**src/rtl/bounded_deque_drop_on_full_defines.svh**
```systemverilog
// ----------------------------------------------------------------------------
// Bounded deque assertion macros
// Shared concurrent assertion forms, clocked on clk_i and gated by rst_ni.
// ----------------------------------------------------------------------------
`ifndef BOUNDED_DEQUE_DROP_ON_FULL_DEFINES_SVH
`define BOUNDED_DEQUE_DROP_ON_FULL_DEFINES_SVH

// Same-cycle implication.
`define BDQ_ASSERT_IMP(lbl, ante, cons, msg) \
  lbl: assert property (@(posedge clk_i) disable iff (!rst_ni) (ante) |-> (cons)) \
    else $error(msg);

// Next-cycle implication.
`define BDQ_ASSERT_NXT(lbl, ante, cons, msg) \
  lbl: assert property (@(posedge clk_i) disable iff (!rst_ni) (ante) |=> (cons)) \
    else $error(msg);

`endif

```
**src/rtl/bdq_pkg.sv**
```systemverilog
// ----------------------------------------------------------------------------
// Bounded deque package
// Widths, operation codes and the result flag group shared by all modules.
// ----------------------------------------------------------------------------
package bdq_pkg;

  localparam int DEPTH_DEF = 64;
  localparam int DATA_W    = 32;
  localparam int CNT_W     = 7;
  localparam int OP_W      = 2;

  localparam logic [CNT_W-1:0] CAP_RESET = 7'd64;

  typedef enum logic [OP_W-1:0] {
    OP_PUSH_BACK  = 2'd0,
    OP_PUSH_FRONT = 2'd1,
    OP_POP_FRONT  = 2'd2,
    OP_POP_BACK   = 2'd3
  } op_e;

  typedef struct packed {
    logic             evicted;
    logic             was_empty;
    logic [CNT_W-1:0] fill_count;
  } res_t;

endpackage

```
**src/rtl/bounded_deque_drop_on_full.sv**
```systemverilog
// ----------------------------------------------------------------------------
// Bounded deque with drop on full
// Ring-buffer double-ended queue of signed words with a set capacity.
// ----------------------------------------------------------------------------
// Usage:
//   Slave stream carries one operation per beat: tuser is the op code
//   (push back, push front, pop front, pop back), tdata the word to push.
//   Master stream returns one result beat per operation: tdata holds the
//   popped word and the fill count after the operation, tuser the empty and
//   evicted flags. A push on a full queue drops the front entry (push back)
//   or the back entry (push front) and sets evicted. A pop on an empty queue
//   returns zero with was_empty set and leaves the queue as it was.
//   Pushes and empty pops give their result in the cycle after the beat; a
//   pop that reads the single-port entry RAM gives it through the RAM read
//   register and then the result register. Pushes sustain one beat per cycle
//   while results are taken and no cfg beat waits; pops stall until the read lands.
//   The cfg channel writes the capacity (0 acts as 1, values above the depth
//   act as the depth); a lower capacity trims entries off the back.
//   Reset empties the queue and sets capacity 64; RAM contents are not cleared.
//   A stalled master holds its result register; the slave side takes a new
//   beat in the cycle the result is taken.
// ----------------------------------------------------------------------------
`include "bounded_deque_drop_on_full_defines.svh"

module bounded_deque_drop_on_full import bdq_pkg::*; #(
  parameter int DEPTH = DEPTH_DEF
) (
  input  logic                  clk_i,
  input  logic                  rst_ni,
  // configuration write: capacity
  input  logic                  cfg_valid_i,
  output logic                  cfg_ready_o,
  input  logic [CNT_W-1:0]      cfg_data_i,
  // operation beats
  input  logic                  s_axis_tvalid,
  output logic                  s_axis_tready,
  input  logic [DATA_W-1:0]     s_axis_tdata,  // [31:0] push_value
  input  logic [OP_W-1:0]       s_axis_tuser,  // [1:0] op
  // result beats
  output logic                  m_axis_tvalid,
  input  logic                  m_axis_tready,
  output logic [39:0]           m_axis_tdata,  // [31:0] popped_value, [38:32] fill_count
  output logic [1:0]            m_axis_tuser   // [0] was_empty, [1] evicted
);

  localparam int AW = $clog2(DEPTH);

  logic              in_accept;
  logic              mem_we, mem_re;
  logic [AW-1:0]     mem_addr;
  logic [DATA_W-1:0] mem_rdata;
  res_t              res;

  logic              rd_pending_q;
  res_t              pend_res_q;
  logic              out_valid_q;
  res_t              out_res_q;
  logic [DATA_W-1:0] out_data_q;

  // Take a beat when no RAM read is in flight, no cfg beat is offered and the
  // result slot frees up.
  assign s_axis_tready = !rd_pending_q && !cfg_valid_i && (!out_valid_q || m_axis_tready);
  assign in_accept     = s_axis_tvalid && s_axis_tready;
  assign cfg_ready_o   = 1'b1;

  bdq_ctrl #(
    .DEPTH (DEPTH)
  ) u_ctrl (
    .clk_i      (clk_i),
    .rst_ni     (rst_ni),
    .cfg_we_i   (cfg_valid_i),
    .cfg_cap_i  (cfg_data_i),
    .op_valid_i (in_accept),
    .op_i       (op_e'(s_axis_tuser)),
    .mem_we_o   (mem_we),
    .mem_re_o   (mem_re),
    .mem_addr_o (mem_addr),
    .res_o      (res)
  );

  bdq_mem #(
    .DEPTH (DEPTH)
  ) u_mem (
    .clk_i   (clk_i),
    .we_i    (mem_we),
    .re_i    (mem_re),
    .addr_i  (mem_addr),
    .wdata_i (s_axis_tdata),
    .rdata_o (mem_rdata)
  );

  // Result slot: loaded at accept for pushes and empty pops, or in the cycle
  // after from the RAM for real pops.
  always_ff @(posedge clk_i or negedge rst_ni) begin
    if (!rst_ni) begin
      rd_pending_q <= 1'b0;
      out_valid_q  <= 1'b0;
    end else if (rd_pending_q) begin
      rd_pending_q <= 1'b0;
      out_valid_q  <= 1'b1;
    end else if (in_accept) begin
      rd_pending_q <= mem_re;
      out_valid_q  <= !mem_re;
    end else if (m_axis_tready) begin
      out_valid_q <= 1'b0;
    end
  end

  always_ff @(posedge clk_i) begin
    if (rd_pending_q) begin
      out_data_q <= mem_rdata;
      out_res_q  <= pend_res_q;
    end else if (in_accept) begin
      pend_res_q <= res;
      if (!mem_re) begin
        out_data_q <= '0;
        out_res_q  <= res;
      end
    end
  end

  assign m_axis_tvalid = out_valid_q;
  assign m_axis_tdata  = {1'b0, out_res_q.fill_count, out_data_q};
  assign m_axis_tuser  = {out_res_q.evicted, out_res_q.was_empty};

  // A RAM read only lands in a free result slot.
  `BDQ_ASSERT_IMP(a_pend_slot_free, rd_pending_q, !out_valid_q, "read lands on full slot")
  // A pop that reads the RAM delivers through the pending stage.
  `BDQ_ASSERT_NXT(a_read_pends, in_accept && mem_re, rd_pending_q, "pop read not pending")
  // An empty pop reports zero.
  `BDQ_ASSERT_IMP(a_empty_zero, out_valid_q && out_res_q.was_empty,
                  out_data_q == '0, "empty pop returned data")

endmodule

```
**src/rtl/bdq_mem.sv**
```systemverilog
// ----------------------------------------------------------------------------
// Bounded deque entry store
// Single-port synchronous RAM, one access per cycle, registered read data.
// ----------------------------------------------------------------------------
module bdq_mem import bdq_pkg::*; #(
  parameter int DEPTH = DEPTH_DEF,
  localparam int AW   = $clog2(DEPTH)
) (
  input  logic              clk_i,
  input  logic              we_i,
  input  logic              re_i,
  input  logic [AW-1:0]     addr_i,
  input  logic [DATA_W-1:0] wdata_i,
  output logic [DATA_W-1:0] rdata_o
);

  logic [DATA_W-1:0] mem_q [DEPTH];
  logic [DATA_W-1:0] rdata_q;

  always_ff @(posedge clk_i) begin
    if (we_i) begin
      mem_q[addr_i] <= wdata_i;
    end
  end

  always_ff @(posedge clk_i) begin
    if (re_i) begin
      rdata_q <= mem_q[addr_i];
    end
  end

  assign rdata_o = rdata_q;

endmodule

```
**src/rtl/bdq_ctrl.sv**
```systemverilog
// ----------------------------------------------------------------------------
// Bounded deque pointer control
// Holds head, count and capacity; turns one operation into at most one RAM access.
// ----------------------------------------------------------------------------
module bdq_ctrl import bdq_pkg::*; #(
  parameter int DEPTH = DEPTH_DEF,
  localparam int AW   = $clog2(DEPTH)
) (
  input  logic             clk_i,
  input  logic             rst_ni,
  input  logic             cfg_we_i,
  input  logic [CNT_W-1:0] cfg_cap_i,
  input  logic             op_valid_i,
  input  op_e              op_i,
  output logic             mem_we_o,
  output logic             mem_re_o,
  output logic [AW-1:0]    mem_addr_o,
  output res_t             res_o
);

  localparam int SW = (AW + 1 > CNT_W) ? AW + 1 : CNT_W;
  localparam int CNT_MAX = (1 << CNT_W) - 1;
  localparam logic [CNT_W-1:0] DEPTH_C = CNT_W'((DEPTH > CNT_MAX) ? CNT_MAX : DEPTH);
  localparam logic [SW-1:0]    DEPTH_S = SW'(DEPTH);
  localparam logic [AW-1:0]    LAST_IX = AW'(DEPTH - 1);

  logic [CNT_W-1:0] cap_q;
  logic [AW-1:0]    head_q, head_d;
  logic [CNT_W-1:0] count_q, count_d;
  logic [CNT_W-1:0] eff_cap, cfg_eff;
  logic             full, empty;
  logic [AW-1:0]    head_inc, head_dec, back_ix, tail_ix;

  function automatic logic [CNT_W-1:0] clamp_cap(input logic [CNT_W-1:0] cap);
    logic [CNT_W-1:0] r;
    if (cap == '0) begin
      r = CNT_W'(1);
    end else if (32'(cap) > DEPTH) begin
      r = DEPTH_C;
    end else begin
      r = cap;
    end
    return r;
  endfunction

  // Sum stays below twice the depth: one compare and subtract.
  function automatic logic [AW-1:0] wrap(input logic [SW-1:0] s);
    logic [AW-1:0] r;
    if (s >= DEPTH_S) begin
      r = AW'(s - DEPTH_S);
    end else begin
      r = AW'(s);
    end
    return r;
  endfunction

  assign eff_cap  = clamp_cap(cap_q);
  assign cfg_eff  = clamp_cap(cfg_cap_i);
  assign full     = count_q >= eff_cap;
  assign empty    = count_q == '0;
  assign head_inc = wrap(SW'(head_q) + SW'(1));
  assign head_dec = (head_q == '0) ? LAST_IX : head_q - AW'(1);
  assign tail_ix  = wrap(SW'(head_q) + SW'(count_q));
  assign back_ix  = wrap(SW'(head_q) + SW'(count_q) - SW'(1));

  always_comb begin
    head_d          = head_q;
    count_d         = count_q;
    mem_we_o        = 1'b0;
    mem_re_o        = 1'b0;
    mem_addr_o      = head_q;
    res_o.evicted   = 1'b0;
    res_o.was_empty = 1'b0;
    case (op_i)
      OP_PUSH_BACK: begin
        mem_we_o   = op_valid_i;
        mem_addr_o = tail_ix;
        if (full) begin
          head_d        = head_inc;
          res_o.evicted = 1'b1;
        end else begin
          count_d = count_q + CNT_W'(1);
        end
      end
      OP_PUSH_FRONT: begin
        mem_we_o   = op_valid_i;
        mem_addr_o = head_dec;
        head_d     = head_dec;
        if (full) begin
          res_o.evicted = 1'b1;
        end else begin
          count_d = count_q + CNT_W'(1);
        end
      end
      OP_POP_FRONT: begin
        if (empty) begin
          res_o.was_empty = 1'b1;
        end else begin
          mem_re_o = op_valid_i;
          head_d   = head_inc;
          count_d  = count_q - CNT_W'(1);
        end
      end
      default: begin
        mem_addr_o = back_ix;
        if (empty) begin
          res_o.was_empty = 1'b1;
        end else begin
          mem_re_o = op_valid_i;
          count_d  = count_q - CNT_W'(1);
        end
      end
    endcase
    res_o.fill_count = count_d;
  end

  always_ff @(posedge clk_i or negedge rst_ni) begin
    if (!rst_ni) begin
      cap_q   <= CAP_RESET;
      head_q  <= '0;
      count_q <= '0;
    end else if (cfg_we_i) begin
      cap_q <= cfg_cap_i;
      if (count_q > cfg_eff) begin
        count_q <= cfg_eff;
      end
    end else if (op_valid_i) begin
      head_q  <= head_d;
      count_q <= count_d;
    end
  end

endmodule
```
**config.mk**
```make
export PLATFORM = sky130hd
export DESIGN_NAME = bounded_deque_drop_on_full
export DESIGN_NICKNAME = d
export VERILOG_FILES = /design/src/rtl/bdq_pkg.sv /design/src/rtl/bounded_deque_drop_on_full.sv /design/src/rtl/bdq_mem.sv /design/src/rtl/bdq_ctrl.sv
export VERILOG_INCLUDE_DIRS = /design/src /design/src/rtl
export SDC_FILE = /design/constraint.sdc
export NUM_CORES = 2
export LEC_CHECK = 0
export BUFFER_PORTS_ARGS = -buffer_cell sky130_fd_sc_hd__buf_2
export CAP_MARGIN = 0
export CORE_ASPECT_RATIO = 2
export CORE_MARGIN = 2
export CORE_UTILIZATION = 45
export CTS_CLUSTER_SIZE = 40
export DETAILED_ROUTE_END_ITERATION = 6
export PLACE_DENSITY_LB_ADDON = 0.15
export SLEW_MARGIN = 5
export SYNTH_ARGS = -nofsm -noshare
export SYNTH_HDL_FRONTEND = slang
export SYNTH_SLANG_ARGS = --single-unit
```
**constraint.sdc**
```tcl
create_clock -name clk_i -period 12.3 [get_ports clk_i]
set_input_delay 0 -clock clk_i [delete_from_list [all_inputs] [get_ports clk_i]]
set_output_delay 0 -clock clk_i [all_outputs]
set_load 0.05 [all_outputs]
```
# == Yosys cells after proc, flatten, opt, wreduce, memory -nomap -nowiden ==
# Memories as Yosys holds them, arrays and structs flattened. A register that Yosys moved wholly into a read port is not among the register bits.
# Index checks and enable logic that the tools add are counted.
# totals
ff_bits,72
mem_bits_rw,2048
inputBits,46
out_inout_bits,45
word_cells,97
n_memories,1
# classes
n_addsub,9
order_cmp,7
n_eq_ne,6
n_mux,38
bitwise_logic,2
n_reduce_logical,22
# mem_list
name,words,word_bits,rd,rd_ports_with_merged_regs,wr,line_no,source
u_mem.mem_q,64,32,1,1,1,bdq_mem.sv:17,logic [DATA_W-1:0] mem_q [DEPTH];
# ops
op,count
2-to-1 mux 32 bit,3
2-to-1 mux 7 bit,10
2-to-1 mux 6 bit,6
one-hot mux 6 bit (3 select lines),2
2-to-1 mux 9 bit,3
"subtractor 6 x 1 -> 6 bit, second input constant",4
">= comparator 7 bit, second input constant",3
logical NOT 7 bit,3
"> comparator 7 bit, second input constant",2
2-to-1 mux 1 bit,14
"subtractor 7 x 1 -> 7 bit, second input constant",2
"adder 6 x 1 -> 7 bit, second input constant",1
adder 6 x 7 -> 7 bit,1
"adder 7 x 1 -> 7 bit, second input constant",1
>= comparator 7 bit,1
> comparator 7 bit,1
logical NOT 6 bit,1
"!= test 2 x 1 -> 1 bit, second input constant",3
AND reduction 2 bit,3
nonzero test 3 bit,2
AND reduction 5 bit,1
logical NOT 1 bit,4
nonzero test 2 bit,2
logical AND 1 bit,3
7 further kinds,8

# == Depth between registers and ports, before layout ==
# logic_depth
word_depth,9
ltp_mapped,16
mapped_depth_nobuf,12

# == Modules after synthesis ==
# A second synthesis with hierarchy kept.
# unflattened
hier_cells,4653
area_unflattened_um2,83676.5
# by_module_without_submodules
mod,n_inst,cells_per_inst,area_per_inst_um2,seq_area_each_um2
bdq_mem,1,4239,79248.5,62459.9
bdq_ctrl,1,302,2413.6,501.7
bounded_deque_drop_on_full,1,112,2014.4,1551.5

# == Worst setup path after synthesis ==
# No wires, ideal clock.
# synth_timing
kind,register -> register
start,reg u_ctrl.head_q[0]
end,mem u_mem.mem_q[18][0] (enable)
setup_time_ps,421
arrival_ps,4742
required_time_ps,11879
path_slack_ps,7137
path_stages_with_launch,13
path_buffers,4
period_less_slack_ps,5163
path_cell_list,dfrtp_1 -> ha_1 -> fa_1 -> inv_1 -> ha_1 -> mux4_2 -> clkbuf_1 -> clkbuf_1 -> clkbuf_1 -> buf_1 -> nor4_1 -> nand3_1 -> nor2_1
# synth_between
elab_chain_cells,5
word_cells_on_any_way,12
classes_between,add/sub (5); order compare (2); mux (4); reduce/logical (1)
# synth_lines
element,line_no,source
"start, declared",bdq_ctrl.sv:28,"logic [AW-1:0] head_q, head_d;"
"start signal, assigned",bdq_ctrl.sv:120,head_q <= '0;
"start signal, assigned",bdq_ctrl.sv:128,head_q <= head_d;
adder 6 x 7 -> 7 bit,"bdq_ctrl.sv:63, bdq_ctrl.sv:64",
subtractor 7 x 1 -> 7 bit,bdq_ctrl.sv:64,assign back_ix = wrap(SW'(head_q) + SW'(count_q) - SW'(1));
subtractor 6 x 1 -> 6 bit or >= comparator 7 bit (tied branches),"bdq_ctrl.sv:50, bdq_ctrl.sv:49",
2-to-1 mux 6 bit,bdq_ctrl.sv:49,if (s >= DEPTH_S) begin
one-hot mux 6 bit (3 select lines) *,bdq_ctrl.sv:74,case (op_i)
"end, declared",bdq_mem.sv:17,
# Every way passes the cells marked *; elsewhere a longest branch is shown, timed or not.

# == Worst setup path after layout ==
# layout_timing
start,reg u_ctrl.count_q[0]
end,"reg u_mem.rdata_q[16] (netlist: u_mem.rdata_o[16]), read port of u_mem.mem_q, data pin"
# layout_between
elab_chain_cells,5
word_cells_on_any_way,12
classes_between,add/sub (4); order compare (2); mux (5); reduce/logical (1)
# layout_lines
element,line_no,source
"start, declared",bdq_ctrl.sv:29,"logic [CNT_W-1:0] count_q, count_d;"
"start signal, assigned",bdq_ctrl.sv:125,count_q <= cfg_eff;
"start signal, assigned",bdq_ctrl.sv:129,count_q <= count_d;
adder 6 x 7 -> 7 bit,"bdq_ctrl.sv:63, bdq_ctrl.sv:64",
subtractor 7 x 1 -> 7 bit,bdq_ctrl.sv:64,
subtractor 6 x 1 -> 6 bit or >= comparator 7 bit (tied branches),"bdq_ctrl.sv:50, bdq_ctrl.sv:49",
2-to-1 mux 6 bit,bdq_ctrl.sv:49,
one-hot mux 6 bit (3 select lines),bdq_ctrl.sv:74,
"end, declared",bdq_mem.sv:18,logic [DATA_W-1:0] rdata_q;
# Several ways; a longest one is shown, not always the timed one.
# A chain may end at the register's enable or synchronous reset.

==> summary.md <==
| Metric | Value |
|---|---|
| Outcome | `completed` |
| Max Fclk | `166 MHz` |
| Pre-CTS setup slack | `6.32 ns` |
| Fin. max-slew vios | `0` |
| IO Count | `91` |
| CP cell instances | `ha_1 -> fa_1 -> inv_1 -> ha_1 -> inv_1 -> mux4_4 -> buf_12 -> buf_4 -> buf_4 -> and2_1 -> a211oi_1 -> a311oi_1 -> nor3_1 -> nand3b_1 -> nand4_1` |
| Setup_tns | `0 ns` |
| Tcrit/Tclk final | `0.489` |
| Hold wc startpoint | `m_axis_tready` |
| Proportion of layout cells with a drive suffix above 1 | `0.0960` |
| Starting DRC count in detailed routing | `5266` |
| CTS tree | `yes` |
| Crit. End Element | `flip-flop` |
| Detail Route Antenna Nets | `0` |
| Finish-stage setup viols | `0` |
| Layout fillers | `16.4k` |
| Slowest CP cell | `buf_4` |
| Initial Util | `0.453` |
| Power per cell area | `289 nW/µm²` |
| Clk pwr share | `0.212` |
| Vias in the first global route | `53.6k` |
| Post-CTS setup buffer count | `0` |
| Setup ws final | `6.29 ns` |
| Port bufs | `88` |
| Max VDD drop | `0.000487 V` |
| Worst-Skew Late Latency | `0.87 ns` |
| Die span in y | `627 µm` |
| Leakage | `0.0323 µW` |
| Detailed-route wire length | `258000 µm` |
| Die Area | `198000 µm²` |
| Ys flop type | `edfxtp_1` |
| Nets | `6552` |
| Sw power | `12400 µW` |
| Final Hold Viols | `0` |
| Placed cell count | `8751` |
| Crit path launch type | `flip-flop` |
| Vias/cell | `5.95` |
| R2R Path Start | `u_ctrl.count_q[0]` |
| Max-Cap Viols | `0` |
| Max incr delay on CP | `0.74 ns` |
| Reg power frac | `0.300` |
| Bufs on Longest Clock Path | `4` |
| Clock Sinks | `2152` |
| Gpl congestion | `0.810` |
| Synth unique cells | `74` |
| Hold WC Path Type | `input port to flip-flop` |
| Worst-margin pin slew | `1.27 ns` |
| Drt drc | `0` |
| Placed Instance Area | `90700 µm²` |
| Ys Warns | `0` |
| Setup Skew | `0.0447 ns` |
| Switching Fraction | `0.440` |
| Synth async-reset ratio | `0.0102` |
| Die W | `315 µm` |
| Largest net degree at the start of global routing | `200` |
| First-pass GRT wire length | `370000 µm` |
| Root Driver | `clkbuf_16` |
| Tmin final | `6.01 ns` |
| First-pass DRT Iterations | `5` |
| Post-Syn Area per Cell | `13.5 µm²` |
| Routed WL per cell | `28.1 µm` |
| Std cell rows | `228` |
| Area grow syn2layout | `11.7%` |
| EDFF count, synth | `2130` |
| Total track usage | `0.258` |
| Sequential fraction of the synthesis area | `0.739` |
| Crit path required time | `12.99 ns` |
| Slew Limit Headroom | `0.145` |
| Syn_nets | `6535` |
| Commonest non-fill, non-tap cells in the layout | `2130 x edfxtp_1, 1775 x nand2_1, 367 x nand3_1` |
| Total number of vias | `54.5k` |
| Commonest non-fill, non-tap cell in the layout | `edfxtp_1` |
| CTS clock-pin slew for the worst setup and hold paths | `0.06 ns` |
| Grt ovf | `0` |
| Crit Path Max Fanout | `174` |
| CP Data Arrival Time | `6.70 ns` |
| Antenna violations before repair | `15` |
| Fin area | `97500 µm²` |
| Worst setup path startpoint | `u_ctrl.count_q[0]` |
| H-tree Lvls | `4` |
| Total power draw | `28200 µW` |
| Final cell count without fillers | `9167` |
| Cts bufs inserted | `195` |
| Comb power frac | `0.487` |
| RSZ-0062 raised after global routing | `false` |
| Core area | `193000 µm²` |
| Synthesized area | `87300 µm²` |
| Synth Register Bits | `2152` |
| Critical path class | `flip-flop to flip-flop` |
| Int Power | `15800 µW` |
| Mapped Cells | `6462` |
| Detailed placement HPWL | `134000 µm` |
==> power by group through the flow <==
| stage | sequential [µW] | combinational [µW] | clock, µW |
|---|---|---|---|
| 5_1_grt | 8490 | 15000 | 6330 |
| 3_5_place_dp | 8640 | 13800 | 0 |
| 2_1_floorplan | 8570 | 9480 | 0 |
| 6_report | 8480 | 13800 | 5990 |
| 4_1_cts | 8480 | 13900 | 6080 |
| 3_3_place_gp | 8640 | 13600 | 0 |
==> area by class of cell <==
class / count / area [µm²] / share of cell area
diodes: 10 / 25.0 / 0.000257
clock buffers: 236 / 5140 / 0.0527
clock inverters: 109 / 981 / 0.0101
inverters: 21 / 78.8 / 0.000808
multi-input cells: 3819 / 21300 / 0.219
flip-flops and latches: 2152 / 64500 / 0.662
well taps: 2530 / 3170 / 0.0325
repair buffers: 290 / 2290 / 0.0235
==> Yosys cell counts (3+ instances only) <==
master | n | area [µm²]
a31oi_1 | 5 | 31.3
nand3_1 | 367 | 1840
o21a_1 | 7 | 52.6
clkbuf_1 | 391 | 1470
o211ai_1 | 113 | 848
o21ai_0 | 68 | 340
a311o_1 | 140 | 1400
xnor2_1 | 11 | 96.3
clkbuf_8 | 7 | 96.3
a21oi_1 | 23 | 115
nor4_1 | 4 | 25.0
nor3_1 | 112 | 561
and3_1 | 134 | 838
inv_1 | 21 | 78.8
dfrtp_1 | 21 | 526
nand2_1 | 1775 | 6660
ha_1 | 26 | 325
a311o_2 | 18 | 203
nor2_1 | 91 | 342
o211ai_2 | 21 | 263
o21ai_1 | 9 | 45.0
a211oi_1 | 228 | 1710
mux2_2 | 11 | 124
o31ai_1 | 3 | 22.5
a221o_1 | 3 | 30.0
nor2b_1 | 3 | 18.8
edfxtp_1 | 2130 | 64000
nand3b_1 | 98 | 736
buf_4 | 4 | 30.0
buf_6 | 5 | 56.3
a21o_1 | 8 | 60.1
nor3b_1 | 3 | 22.5
buf_1 | 22 | 82.6
and2_1 | 254 | 1590
xor2_1 | 6 | 52.6
a311oi_1 | 196 | 1720
and2_0 | 5 | 31.3
nand2b_1 | 4 | 25.0
buf_2 | 37 | 185
nand4_1 | 35 | 219
==> per-stage QoR <==
step | util | hold slack [ns]
2_1_floorplan | - | -0.296
3_3_place_gp | 0.471 | 0.0393
3_5_place_dp | 0.471 | 0.0382
4_1_cts | 0.506 | 0.0668
5_1_grt | 0.506 | 0.106
6_report | 0.506 | 0.106
==> final timing paths <==
kind | end | slack, ns | cells after the start
min in group asynchronous | u_ctrl.cap_q[6] | 0.25 | 3
max | u_mem.rdata_o[16] | 6.29 | 15
min | m_axis_tvalid | 0.11 | 4
max in group asynchronous | rd_pending_q | 11.89 | 4
max reg2reg | u_mem.rdata_o[16] | 6.29 | 15
min reg2reg | m_axis_tuser[1] | 0.52 | 2
==> per-layer routing <==
metal / track usage / up-vias / routed length [µm]
met4: 0.109 / 14 / 11000
met2: 0.454 / 1945 / 132000
met1: 0.318 / 27893 / 98900
met3: 0.0338 / 526 / 15600
met5: 0 / - / 97
li1: - / 24127 / -
==> worst max-delay path: cells and delay by family, from the launching register on <==
| family | cells | cell delay (ns) |
|---|---|---|
| multiplexers | 1 | 0.69 |
| buffers and inverters | 5 | 2.13 |
| flip-flops | 1 | 0.47 |
| AO/OA/AOI/OAI | 2 | 0.37 |
| AND/OR/NAND/NOR | 4 | 0.89 |
| adder cells (fa/ha/maj) | 3 | 1.08 |
==> cells by family after synthesis <==
family | count (synthesis) | share of synthesized area
simple gates | 2896 | 0.149
compound gates | 862 | 0.0805
buf+inv | 491 | 0.0233
other cells | 2 | 0.0000860
mux | 14 | 0.00205
flops | 2152 | 0.739
fa+ha+maj | 27 | 0.00396
xor+xnor | 18 | 0.00196
==> what timing repair did <==
item,CTS,global route
hold endpoints to repair,2066,0
hold buffers,61,0
resized for setup,0,0
==> flip-flops by register name, indices dropped and copies added (netlist names) <==
signal          count
m_axis_tdata        7
out_data_q         32
pend_res_q          9
u_mem.mem_q      2048
u_ctrl.count_q      7
m_axis_tuser        2
m_axis_tvalid       1
u_ctrl.cap_q        7
rd_pending_q        1
u_mem.rdata_o      32
u_ctrl.head_q       6
(Power assumes the default switching activity.)
